File: src/rtl/core/calendar_date_shift_defines.svh
// Assertion macros for the date shift controller.
`ifndef CALENDAR_DATE_SHIFT_DEFINES_SVH
`define CALENDAR_DATE_SHIFT_DEFINES_SVH

// The consequent must hold in the same cycle as the antecedent.
`define CDS_ASSERT_NOW(label, ante, cons, msg) \
    label: assert property (@(posedge clk) disable iff (!rst_n) (ante) |-> (cons)) \
        else $error(msg);

// The consequent must hold in the cycle after the antecedent.
`define CDS_ASSERT_NEXT(label, ante, cons, msg) \
    label: assert property (@(posedge clk) disable iff (!rst_n) (ante) |=> (cons)) \
        else $error(msg);

`endif

File: src/rtl/core/cds_pkg.sv
package cds_pkg;

    localparam int DAY_W   = 5;
    localparam int MONTH_W = 4;
    localparam int YEAR_W  = 14;
    localparam int WDAY_W  = 3;
    localparam int SHIFT_W = 16;

    // Working year carries sign and headroom beyond the field range.
    localparam int YWORK_W = YEAR_W + 2;

    localparam logic [MONTH_W-1:0] MON_JAN = 4'd0;
    localparam logic [MONTH_W-1:0] MON_FEB = 4'd1;
    localparam logic [MONTH_W-1:0] MON_APR = 4'd3;
    localparam logic [MONTH_W-1:0] MON_JUN = 4'd5;
    localparam logic [MONTH_W-1:0] MON_SEP = 4'd8;
    localparam logic [MONTH_W-1:0] MON_NOV = 4'd10;
    localparam logic [MONTH_W-1:0] MON_DEC = 4'd11;

    localparam logic [YEAR_W-1:0] YEAR_MAX = 14'd16383;

    // floor(y / 25) == (y * 5243) >> 17 for every 14-bit y.
    localparam int          RECIP_SHIFT = 17;
    localparam logic [12:0] RECIP_25    = 13'd5243;
    localparam int          Q25_W       = 10;
    localparam logic [4:0]  MOD25_TOP   = 5'd24;

    // Flipping the sign bit of the shift adds 32768, which is 1 modulo 7; this
    // bias brings the sum back to weekday plus shift modulo 7.
    localparam logic [16:0] WDAY_BIAS = 17'd6;

    typedef struct packed {
        logic load;
        logic prep;
        logic first;
        logic step;
        logic capture;
    } cmd_t;

    typedef struct packed {
        logic done;
    } stat_t;

    function automatic logic [DAY_W-1:0] month_days(input logic [MONTH_W-1:0] month,
                                                   input logic leap);
        logic [DAY_W-1:0] days;
        case (month)
            MON_APR, MON_JUN, MON_SEP, MON_NOV: days = 5'd30;
            MON_FEB:                            days = leap ? 5'd29 : 5'd28;
            default:                            days = 5'd31;
        endcase
        return days;
    endfunction

    // Remainder by 7 using 8 == 1 (mod 7): fold the octal digits together.
    function automatic logic [WDAY_W-1:0] mod7(input logic [16:0] v);
        logic [5:0] f1;
        logic [3:0] f2;
        logic [3:0] f3;
        logic [WDAY_W-1:0] r;
        f1 = 6'(v[2:0]) + 6'(v[5:3]) + 6'(v[8:6]) + 6'(v[11:9])
           + 6'(v[14:12]) + 6'(v[16:15]);
        f2 = 4'(f1[2:0]) + 4'(f1[5:3]);
        f3 = 4'(f2[2:0]) + 4'(f2[3]);
        r  = (f3 >= 4'd7) ? 3'(f3 - 4'd7) : f3[2:0];
        return r;
    endfunction

endpackage

File: src/rtl/core/cds_ctrl.sv
module cds_ctrl (
    input  logic          clk,
    input  logic          rst_n,
    input  logic          s_tvalid,
    output logic          s_tready,
    output logic          m_tvalid,
    input  logic          m_tready,
    output cds_pkg::cmd_t cmd,
    input  cds_pkg::stat_t stat
);
    import cds_pkg::*;

    typedef enum logic [4:0] {
        ST_IDLE  = 5'b00001,
        ST_PREP  = 5'b00010,
        ST_FIRST = 5'b00100,
        ST_STEP  = 5'b01000,
        ST_DONE  = 5'b10000
    } state_t;

    state_t state_reg;
    state_t state_next;
    logic   out_valid_reg;
    logic   out_valid_next;
    logic   slot_free;

    assign s_tready  = (state_reg == ST_IDLE);
    assign m_tvalid  = out_valid_reg;
    assign slot_free = !out_valid_reg || m_tready;

    always_comb
    begin
        state_next  = state_reg;
        cmd         = '0;
        case (state_reg)
            ST_IDLE:
            begin
                cmd.load = s_tvalid;
                if (s_tvalid)
                begin
                    state_next = ST_PREP;
                end
            end
            ST_PREP:
            begin
                cmd.prep   = 1'b1;
                state_next = ST_FIRST;
            end
            ST_FIRST:
            begin
                cmd.first  = 1'b1;
                state_next = stat.done ? ST_DONE : ST_STEP;
            end
            ST_STEP:
            begin
                cmd.step = 1'b1;
                if (stat.done)
                begin
                    state_next = ST_DONE;
                end
            end
            ST_DONE:
            begin
                cmd.capture = slot_free;
                if (slot_free)
                begin
                    state_next = ST_IDLE;
                end
            end
            default:
            begin
                state_next = ST_IDLE;
            end
        endcase
    end

    always_comb
    begin
        out_valid_next = out_valid_reg;
        if (cmd.capture)
        begin
            out_valid_next = 1'b1;
        end
        else if (m_tready)
        begin
            out_valid_next = 1'b0;
        end
    end

    always_ff @(posedge clk or negedge rst_n)
    begin
        if (!rst_n)
        begin
            state_reg     <= ST_IDLE;
            out_valid_reg <= 1'b0;
        end
        else
        begin
            state_reg     <= state_next;
            out_valid_reg <= out_valid_next;
        end
    end

`include "calendar_date_shift_defines.svh"

    `CDS_ASSERT_NEXT(a_accept_to_prep, s_tvalid && s_tready, state_reg == ST_PREP, "accepted item did not start")
    `CDS_ASSERT_NOW(a_capture_free, cmd.capture, !out_valid_reg || m_tready, "result overwritten before taken")
    `CDS_ASSERT_NEXT(a_capture_valid, cmd.capture, out_valid_reg && state_reg == ST_IDLE, "captured result not shown")
    `CDS_ASSERT_NEXT(a_walk_holds, cmd.step && !stat.done, state_reg == ST_STEP, "month walk left early")

endmodule

File: src/rtl/core/cds_dpath.sv
module cds_dpath (
    input  logic                                clk,
    input  cds_pkg::cmd_t                       cmd,
    output cds_pkg::stat_t                      stat,
    input  logic        [cds_pkg::DAY_W-1:0]    day_of_month,
    input  logic        [cds_pkg::MONTH_W-1:0]  month_index,
    input  logic        [cds_pkg::YEAR_W-1:0]   year_value,
    input  logic        [cds_pkg::WDAY_W-1:0]   weekday_index,
    input  logic signed [cds_pkg::SHIFT_W-1:0]  shift_days,
    output logic        [cds_pkg::DAY_W-1:0]    new_day,
    output logic        [cds_pkg::MONTH_W-1:0]  new_month,
    output logic        [cds_pkg::YEAR_W-1:0]   new_year,
    output logic        [cds_pkg::WDAY_W-1:0]   new_weekday,
    output logic                                year_overflow
);
    import cds_pkg::*;

    logic        [DAY_W-1:0]   day_reg, day_next;
    logic        [MONTH_W-1:0] month_reg, month_next;
    logic signed [YWORK_W-1:0] year_reg, year_next;
    logic        [SHIFT_W-1:0] x_reg, x_next;
    logic        [Q25_W-1:0]   q_reg, q_next;
    logic        [4:0]         mod25_reg, mod25_next;
    logic                      fwd_reg, fwd_next;
    logic                      zero_reg, zero_next;
    logic        [WDAY_W-1:0]  wday_reg, wday_next;
    logic        [DAY_W-1:0]   oday_reg, oday_next;
    logic        [MONTH_W-1:0] omonth_reg, omonth_next;
    logic        [YEAR_W-1:0]  oyear_reg, oyear_next;
    logic        [WDAY_W-1:0]  owday_reg, owday_next;
    logic                      oovf_reg, oovf_next;

    logic        [26:0]        prod;
    logic        [YEAR_W:0]    q_times_25;
    logic                      leap;
    logic        [DAY_W-1:0]   md;
    logic                      fwd_cross;
    logic                      first_done;
    logic                      step_done;
    logic        [16:0]        fwd_rest;
    logic        [16:0]        wsum;

    assign prod = 27'(year_value) * 27'(RECIP_25);
    assign wsum = 17'(weekday_index) + 17'({~shift_days[SHIFT_W-1], shift_days[SHIFT_W-2:0]})
                + WDAY_BIAS;

    assign q_times_25 = 15'({q_reg, 4'b0000}) + 15'({q_reg, 3'b000}) + 15'(q_reg);

    // Leap: divisible by 4 and not by 100 (25 with 4), or by 400 (25 with 16).
    assign leap = (year_reg[1:0] == 2'b00) && ((mod25_reg != 5'd0) || (year_reg[3:0] == 4'd0));
    assign md   = month_days(month_reg, leap);

    // A day beyond the month length always leaves the month going forward.
    assign fwd_cross  = (day_reg > md) || (x_reg > 16'(md - day_reg));
    assign fwd_rest   = 17'(x_reg) + 17'(day_reg) - 17'(md);
    assign first_done = zero_reg || (fwd_reg ? !fwd_cross : (x_reg < 16'(day_reg)));
    assign step_done  = fwd_reg ? (x_reg <= 16'(md)) : (x_reg < 16'(md));
    assign stat.done  = cmd.first ? first_done : step_done;

    always_comb
    begin
        day_next    = day_reg;
        month_next  = month_reg;
        year_next   = year_reg;
        x_next      = x_reg;
        q_next      = q_reg;
        mod25_next  = mod25_reg;
        fwd_next    = fwd_reg;
        zero_next   = zero_reg;
        wday_next   = wday_reg;
        oday_next   = oday_reg;
        omonth_next = omonth_reg;
        oyear_next  = oyear_reg;
        owday_next  = owday_reg;
        oovf_next   = oovf_reg;

        if (cmd.load)
        begin
            day_next   = day_of_month;
            month_next = (month_index > MON_DEC) ? MON_DEC : month_index;
            year_next  = YWORK_W'(year_value);
            x_next     = shift_days[SHIFT_W-1] ? (~shift_days + 16'd1) : shift_days;
            fwd_next   = !shift_days[SHIFT_W-1] && (shift_days != '0);
            zero_next  = (shift_days == '0);
            q_next     = prod[RECIP_SHIFT +: Q25_W];
            wday_next  = mod7(wsum);
        end

        if (cmd.prep)
        begin
            mod25_next = 5'(15'(year_reg[YEAR_W-1:0]) - q_times_25);
        end

        if ((cmd.first || cmd.step) && !zero_reg)
        begin
            if (stat.done)
            begin
                if (cmd.first)
                begin
                    day_next = fwd_reg ? 5'(day_reg + x_reg[DAY_W-1:0])
                                       : 5'(day_reg - x_reg[DAY_W-1:0]);
                end
                else
                begin
                    day_next = fwd_reg ? x_reg[DAY_W-1:0] : 5'(md - x_reg[DAY_W-1:0]);
                end
            end
            else if (fwd_reg)
            begin
                x_next = cmd.first ? fwd_rest[SHIFT_W-1:0] : 16'(x_reg - 16'(md));
                if (month_reg == MON_DEC)
                begin
                    month_next = MON_JAN;
                    year_next  = year_reg + 16'sd1;
                    mod25_next = (mod25_reg == MOD25_TOP) ? 5'd0 : 5'(mod25_reg + 5'd1);
                end
                else
                begin
                    month_next = 4'(month_reg + 4'd1);
                end
            end
            else
            begin
                x_next = cmd.first ? 16'(x_reg - 16'(day_reg)) : 16'(x_reg - 16'(md));
                if (month_reg == MON_JAN)
                begin
                    month_next = MON_DEC;
                    year_next  = year_reg - 16'sd1;
                    mod25_next = (mod25_reg == 5'd0) ? MOD25_TOP : 5'(mod25_reg - 5'd1);
                end
                else
                begin
                    month_next = 4'(month_reg - 4'd1);
                end
            end
        end

        if (cmd.capture)
        begin
            oday_next   = day_reg;
            omonth_next = month_reg;
            owday_next  = wday_reg;
            if (year_reg < 0)
            begin
                oyear_next = '0;
                oovf_next  = 1'b1;
            end
            else if (year_reg > $signed(YWORK_W'(YEAR_MAX)))
            begin
                oyear_next = YEAR_MAX;
                oovf_next  = 1'b1;
            end
            else
            begin
                oyear_next = year_reg[YEAR_W-1:0];
                oovf_next  = 1'b0;
            end
        end
    end

    always_ff @(posedge clk)
    begin
        day_reg    <= day_next;
        month_reg  <= month_next;
        year_reg   <= year_next;
        x_reg      <= x_next;
        q_reg      <= q_next;
        mod25_reg  <= mod25_next;
        fwd_reg    <= fwd_next;
        zero_reg   <= zero_next;
        wday_reg   <= wday_next;
        oday_reg   <= oday_next;
        omonth_reg <= omonth_next;
        oyear_reg  <= oyear_next;
        owday_reg  <= owday_next;
        oovf_reg   <= oovf_next;
    end

    assign new_day       = oday_reg;
    assign new_month     = omonth_reg;
    assign new_year      = oyear_reg;
    assign new_weekday   = owday_reg;
    assign year_overflow = oovf_reg;

endmodule

File: src/rtl/core/calendar_date_shift.sv
// Moves a Gregorian date and its weekday by a signed day count. One item
// passes through load, prep, a first step, one walk step per month boundary
// that the shift crosses, and capture, since the date is walked one month per
// cycle through a single month-length unit. A new item is taken once the
// walk has finished and its result is captured, even while that result still
// waits in the output register. A year leaving 0..16383 is saturated and
// flagged in year_overflow.
module calendar_date_shift (
    input  logic        clk,
    input  logic        rst_n,
    input  logic        s_tvalid,
    output logic        s_tready,
    // day_of_month[4:0], month_index[8:5], year_value[22:9],
    // weekday_index[25:23], shift_days[41:26], zero fill above
    input  logic [47:0] s_tdata,
    output logic        m_tvalid,
    input  logic        m_tready,
    // new_day[4:0], new_month[8:5], new_year[22:9], new_weekday[25:23],
    // year_overflow[26], zero fill above
    output logic [31:0] m_tdata
);
    import cds_pkg::*;

    cmd_t                      cmd;
    stat_t                     stat;
    logic        [DAY_W-1:0]   new_day;
    logic        [MONTH_W-1:0] new_month;
    logic        [YEAR_W-1:0]  new_year;
    logic        [WDAY_W-1:0]  new_weekday;
    logic                      year_overflow;

    cds_ctrl u_ctrl (
        .clk      (clk),
        .rst_n    (rst_n),
        .s_tvalid (s_tvalid),
        .s_tready (s_tready),
        .m_tvalid (m_tvalid),
        .m_tready (m_tready),
        .cmd      (cmd),
        .stat     (stat)
    );

    cds_dpath u_dpath (
        .clk           (clk),
        .cmd           (cmd),
        .stat          (stat),
        .day_of_month  (s_tdata[4:0]),
        .month_index   (s_tdata[8:5]),
        .year_value    (s_tdata[22:9]),
        .weekday_index (s_tdata[25:23]),
        .shift_days    ($signed(s_tdata[41:26])),
        .new_day       (new_day),
        .new_month     (new_month),
        .new_year      (new_year),
        .new_weekday   (new_weekday),
        .year_overflow (year_overflow)
    );

    assign m_tdata = {5'b00000, year_overflow, new_weekday, new_year, new_month, new_day};

endmodule

File: config.mk
export PLATFORM = sky130hd
export DESIGN_NAME = calendar_date_shift
export DESIGN_NICKNAME = d
export VERILOG_FILES = /design/src/rtl/core/cds_pkg.sv /design/src/rtl/core/cds_ctrl.sv /design/src/rtl/core/cds_dpath.sv /design/src/rtl/core/calendar_date_shift.sv
export VERILOG_INCLUDE_DIRS = /design/src /design/src/rtl/core
export SDC_FILE = /design/constraint.sdc
export NUM_CORES = 1
export LEC_CHECK = 0
export ABC_AREA = 1
export BUFFER_PORTS_ARGS = -buffer_cell sky130_fd_sc_hd__buf_2
export CAP_MARGIN = 20
export CORE_UTILIZATION = 52
export DETAILED_ROUTE_END_ITERATION = 8
export PLACE_DENSITY = 0.8
export SYNTH_ARGS = -nofsm -noshare
export SYNTH_HDL_FRONTEND = slang
export SYNTH_SLANG_ARGS = --single-unit
File: constraint.sdc
create_clock -name clk -period 4.9 [get_ports clk]
set_input_delay 1.225 -clock clk [delete_from_list [all_inputs] [get_ports clk]]
set_output_delay 1.225 -clock clk [all_outputs]
set_load 0.05 [all_outputs]
==> results.ini, run 1 <==
[power]
p_comb_frac=0.797
pwr-share-seq=0.138
internal_power_mw=5.70
power.leakage_nw=7.62
power_switching_share=0.516
power_frac_clock=0.065
power_per_cell_area_nw_per_um2=777
switchingPower_mw=6.07
ir_worst_vdd_mv=1.46

[die]
core_um2=23700
die_w_um=158
start_util=0.535
row_count=56
die-area_um2=25000
boundaryPins=86
die_y_um=158

[global_routing]
grt_pass1_wl_um=57800
antenna_found_initial=0
grt_max_degree=58
grtUsageTotal=0.295
grt-ovfl-total=0
grt_pass1_vias=11900

[final_layout]
area.growth.synth_to_final_pct=19.7
n_antenna_cell=0
finalNonFillerCells=2270
utilization=0.640
fillers=2054
finalNetCount=2253
final_cell_area_um2=15200
drive_gt1_frac=0.170

[clock_network]
clockBufferDepth=2
numCtsBuffers=9
clk_pin_slew_worst_paths_ps=60
cts_tree=yes
hold_buffers=0
clkLatencyLatePin_ps=360
root_buffer=clkbuf_16
clock-sinks=89
h-tree-depth=3

[setup_path]
endpoint_kind=flop
cp_data_required_time_ps=5000
critPathMaxFanout=2
r2r_start=u_dpath.year_reg[0]$_DFF_P_
cp_data_arrival_time_ps=6460
worst-setup-path-type=input port to flop
startpoint=s_tdata[27]
startpoint_type=input port

[detailed_routing]
viasPerCell=5.54
first_iter_violations=1136
wl_um=36800
drc=0
dr.pass1.iters=5
via_count=12600
drtAntennaViolNets=0
wl_per_cell_um=16.2

[run_status]
status=complete, but fails checks
failed_checks=negative setup slack

[sta]
finalSetupTns_ps=-4200
grt_setup_unrepaired=yes
fin_skew_ps=11.6
final_hold_viol_count=0
setup_viol=4
worstMarginPinSlew_ps=794
relSlewSlack=0.470
period_share=1.30
fmax_mhz=157
fin_ws_ps=-1460
drv_slew=0
fin_crit_ps=6360

[min_path]
holdCritPathClass=flop to flop
hold_start=u_dpath.wday_reg[1]$_DFFE_PP_

[yosys]
synth_edf_count=37
syn_area_um2=12700
yosys.area.top_type=ha_1
synth_common_cells=nand2_1, inv_1, ha_1
yosys_warnings=0
yosysSeqAreaShare=0.172
netlist.area_leader.share=0.172
synth_seq_cells=89
netlist_instances=1785
synth_top_flop_cell=dfxtp_1
synth.avg_cell_area_um2=7.09
synthTopCellsByArea=ha_1, fa_1, nand2_1
synth.most_common_cell=nand2_1
async_reset_ff_frac=0.0674
synth.distinct_cells=53

[place]
hpwl_um=28000
pre_cts_ws_ps=-2020
io_buffers=74
place_area_um2=14200
dp.cells=2242
routabilityCongestion=0.950

[job]
cap_violations=0

-- metrics by stage --
step	power [mW]	hold WS, ps
finish	11.8	431
global route	13.0	440
CTS	10.9	434
detailed placement	9.83	423
global placement	9.47	409
floorplan	7.49	400
-- per-layer routing --
layer	routed length, µm	up-vias	track usage
met5	0	-	0
met4	946	0	0.101
met3	2140	75	0.0348
met2	17700	489	0.505
met1	16000	5915	0.383
li1	-	6094	-
-- logic make-up (layout without fill, tap and decap cells) --
family | count (synthesis) | count (layout) | share of synthesized area
other | 1 | 5 | 0.000296
buffers and inverters | 386 | 548 | 0.120
flip-flops | 89 | 89 | 0.172
adder cells (fa/ha/maj) | 255 | 255 | 0.300
XOR/XNOR | 64 | 64 | 0.0443
AO/OA/AOI/OAI | 278 | 278 | 0.120
AND/OR/NAND/NOR | 710 | 710 | 0.241
multiplexers | 2 | 2 | 0.00168
-- layout make-up --
cell class              count  area, µm²  area share
multi-input cells        1314       9610       0.634
flip-flops and latches     89       2180       0.144
repair buffers            195       1360      0.0899
inverters                 337       1280      0.0844
well taps                 319        399      0.0263
clock buffers              12        268      0.0177
clock inverters             4       56.3     0.00371
-- cells in the final DEF (no fill, tap or decap), types with 4 or more instances in the layout --
master / netlist / routed
nand2_1: 381 / 369
inv_1: 328 / 311
ha_1: 174 / 145
o21ai_0: 131 / 127
buf_4: 11 / 122
nand3_1: 123 / 119
nor2_1: 122 / 117
a21oi_1: 91 / 83
fa_1: 81 / 74
buf_2: 10 / 62
dfxtp_1: 46 / 46
xor2_1: 51 / 45
edfxtp_1: 37 / 37
nand4_1: 34 / 34
ha_4: 0 / 26
inv_2: 7 / 22
nor3_1: 25 / 22
nand2_2: 1 / 12
a31oi_1: 13 / 12
xnor2_1: 13 / 12
clkbuf_16: 0 / 10
buf_6: 2 / 9
o221ai_1: 9 / 8
nor2_4: 4 / 7
o22ai_1: 8 / 7
fa_2: 0 / 7
o211ai_1: 6 / 6
xor2_2: 0 / 6
a21oi_2: 0 / 6
nor2_2: 4 / 6
nand3b_1: 5 / 5
conb_1: 1 / 5
dfrtp_1: 5 / 5
o21bai_1: 4 / 4
-- power by group through the flow --
stage               clock network, mW  logic [mW]  registers [mW]
finish                          0.766        9.38            1.62
global route                    0.801        10.5            1.65
CTS                             0.772        8.55            1.61
detailed placement                  0        8.21            1.62
global placement                    0        7.86            1.61
floorplan                           0        6.04            1.45
-- worst paths after layout --
check	to	slack, ps	cells past startpoint
max	u_dpath.wday_reg[1]$_DFFE_PP_	-1460	23
min	u_dpath.new_weekday[1]$_DFFE_PP_	430	0
max reg2reg	u_dpath.year_reg[9]$_DFF_P_	570	25
min reg2reg	u_dpath.new_weekday[1]$_DFFE_PP_	430	0
max in group asynchronous	u_ctrl.state_reg[0]$_DFFE_PN1P_	3990	1
min in group asynchronous	u_ctrl.state_reg[2]$_DFFE_PN0P_	680	1
-- what timing repair did --
| item | in CTS | in global routing |
|---|---|---|
| resized for setup | 34 | 79 |
| setup endpoints to repair | 7 | 8 |
| pin swaps | 37 | 63 |
| setup buffers | 4 | 8 |
-- critical path, stage by stage --
cell and delay, ps:
buf_8 110, inv_12 40, ha_4 180, inv_2 60
ha_4 130, inv_2 50, fa_2 410, xnor2_2 150
ha_2 200, fa_2 530, inv_2 40, fa_1 470
fa_1 550, fa_2 450, o221ai_4 200, xor2_2 200
buf_4 140, fa_2 460, ha_4 300, ha_4 130
nand2_2 60, nand2_2 80, mux2_4 290
(Power assumes the default switching activity.)
==> run 2: changes to the inputs <==
BUFFER_PORTS_ARGS = -buffer_cell sky130_fd_sc_hd__clkbuf_2   (was -buffer_cell sky130_fd_sc_hd__buf_2)
==> run 2 against run 1 <==
The run still ends with negative setup slack left. Clock power shrank 8.2%. Count of clock-buffer cells in the layout decreased by 1. Critical path depth grew 2. Hold slack got worse by 4.4 ps. Highest routed layer unchanged. Largest power group unchanged. Wire length is 1.3% lower. Non-clock buffer count is 1 higher. Power fell by 0.62%. Die area unchanged. Fmax up 0.67%. Flip-flop and latch count unchanged. Global-route usage is 0.19 points higher.
==> results.ini, run 2 (synthesis gave the netlist of run 1 again) <==
[run_status]
status=complete, but fails checks  ; unchanged
failed_checks=negative setup slack  ; unchanged

[final_layout]
area.growth.synth_to_final_pct=19.1  ; was 19.7%
finalNonFillerCells=2271  ; was 2270
n_antenna_cell=0  ; unchanged
multi_input_area_um2=9540  ; was 9610 µm²
utilization=0.637  ; was 0.640
finalNetCount=2254  ; was 2253
seq_area_um2=2180  ; unchanged
fillers=2061  ; was 2054
mostFrequentLayoutCell=nand2_1  ; unchanged
final_cell_area_um2=15100  ; was 15200 µm²
drive_gt1_frac=0.171  ; was 0.170
final_cell_mix=nand2_1, inv_1, ha_1, o21ai_0, buf_4  ; unchanged

[setup_path]
critPathMaxFanout=3  ; was 2
startpoint_type=input port  ; unchanged
r2r_slack_ps=550  ; was 570 ps
slowest_delay_ps=530  ; was 550 ps
critical-path-top-delay-family=adder cells  ; unchanged
cp_data_arrival_time_ps=6420  ; was 6460 ps
crit_buf_inv=6  ; unchanged
endpoint_kind=flop  ; unchanged
cp_data_required_time_ps=5000  ; about the same
crit_path_frequent_cell=ha_4
slowest_stage=fa_2  ; was fa_1
worst-setup-path-type=input port to flop  ; unchanged

[power]
power_per_cell_area_nw_per_um2=776  ; was 777 nW/µm²
power.leakage_nw=7.61  ; was 7.62 nW
finalPower_mw=11.7  ; was 11.8 mW
ir_worst_vdd_mv=1.27  ; was 1.46 mV

[clock_network]
clock-sinks=89  ; unchanged
clkLatencyLatePin_ps=360  ; about the same
root_buffer=clkbuf_16  ; unchanged
numCtsBuffers=9  ; unchanged
cts_tree=yes  ; unchanged
clk_pin_slew_worst_paths_ps=60  ; about the same
h-tree-depth=3  ; unchanged
clockBufferDepth=2  ; unchanged

[detailed_routing]
drtAntennaViolNets=0  ; unchanged
first_iter_violations=1005  ; was 1136
drc=0  ; unchanged
viasPerCell=5.51  ; was 5.54
wl_per_cell_um=16.0  ; was 16.2 µm
via_count=12500  ; was 12600
dr.pass1.iters=7  ; was 5
wl_um=36300  ; was 36800 µm

[sta]
fin_ws_ps=-1420  ; was -1460 ps
fin_skew_ps=16.7  ; was 11.6 ps
relSlewSlack=0.482  ; was 0.470
fin_crit_ps=6320  ; was 6360 ps
setup_viol=5  ; was 4
worstMarginPinSlew_ps=776  ; was 794 ps
grt_setup_unrepaired=yes  ; unchanged
holdWs_ps=427  ; was 431 ps
fmax_mhz=158  ; was 157 MHz
drv_slew=0  ; unchanged
final_hold_viol_count=0  ; unchanged
period_share=1.29  ; was 1.30

[die]
start_util=0.535  ; unchanged
core_um2=23700  ; unchanged
row_count=56  ; unchanged
die-area_um2=25000  ; unchanged
die_y_um=158  ; unchanged
die_w_um=158  ; unchanged
boundaryPins=86  ; unchanged

[global_routing]
grt_pass1_wl_um=58600  ; was 57800 µm
grt_max_degree=58  ; unchanged
grt_pass1_vias=12200  ; was 11900
grtUsageTotal=0.297  ; was 0.295
grt-ovfl-total=0  ; unchanged
antenna_found_initial=0  ; unchanged

[place]
hpwl_um=28000  ; about the same
place_area_um2=14200  ; about the same
routabilityCongestion=0.953  ; was 0.950
dp.cells=2244  ; was 2242
io_buffers=74  ; unchanged

[min_path]
holdCritPathClass=flop to flop  ; unchanged

[job]
cap_violations=0  ; unchanged

run 2: cell types whose count changed in the layout (fill, tap and decap cells not counted), sizes merged:
cell / delta
buf: -66
inv: +1
clkbuf: +66
clkinv: -1
clkinvlp: +2
bufinv: -1
run 2: final cells by class:
type | count | share of cell area
clock buffers | 11 | 0.0175
clock inverters | 5 | 0.00224
inverters | 337 | 0.0847
multi-input cells | 1314 | 0.632
flip-flops and latches | 89 | 0.145
well taps | 319 | 0.0265
repair buffers | 196 | 0.0920
run 2: power breakdown:
part,switching [mW],internal [mW]
Combinational,5.31,4.06
Clock,0.314,0.389
Sequential,0.425,1.20
run 2: worst paths after layout:
| path | from | end | depth (start not counted) |
|---|---|---|---|
| worst max-delay path | s_tdata[27] | u_dpath.wday_reg[1]$_DFFE_PP_ | 25 |
| worst min-delay path | u_dpath.wday_reg[2]$_DFFE_PP_ | u_dpath.new_weekday[2]$_DFFE_PP_ | 0 |
| worst max register to register | u_dpath.year_reg[0]$_DFF_P_ | u_dpath.year_reg[9]$_DFF_P_ | 25 |
| worst min register to register | u_dpath.wday_reg[2]$_DFFE_PP_ | u_dpath.new_weekday[2]$_DFFE_PP_ | 0 |
| max in group asynchronous | rst_n | u_ctrl.state_reg[0]$_DFFE_PN1P_ | 1 |
| min in group asynchronous | rst_n | u_ctrl.state_reg[2]$_DFFE_PN0P_ | 1 |
run 2: stage by stage:
| step | setup TNS, ps | worst slack (ps) |
|---|---|---|
| final | -4250 | -1420 |
| after global routing | -5230 | -1630 |
| after CTS | -4270 | -1450 |
| after detailed placement | -7920 | -1970 |
| after global placement | -7290 | -1840 |
| after floorplan | -4180 | -1500 |
run 2: what timing repair did:
action | 4_1_cts | 5_1_grt
gates cloned | 0 | 0
pin swaps | 35 | 58
buffers inserted | 8 | 3
hold buffers | 0 | 0
endpoints found under the setup margin | 8 | 8
resized for setup | 37 | 76
run 2: metal layers:
| layer | wire length [µm] | part of all wire | vias up | track usage |
|---|---|---|---|---|
| li1 | - | - | 6093 | - |
| met1 | 15600 | 0.43 | 5857 | 0.383 |
| met2 | 17200 | 0.47 | 466 | 0.497 |
| met3 | 2330 | 0.064 | 86 | 0.0402 |
| met4 | 1170 | 0.032 | 0 | 0.121 |
| met5 | 0 | 0 | - | 0 |
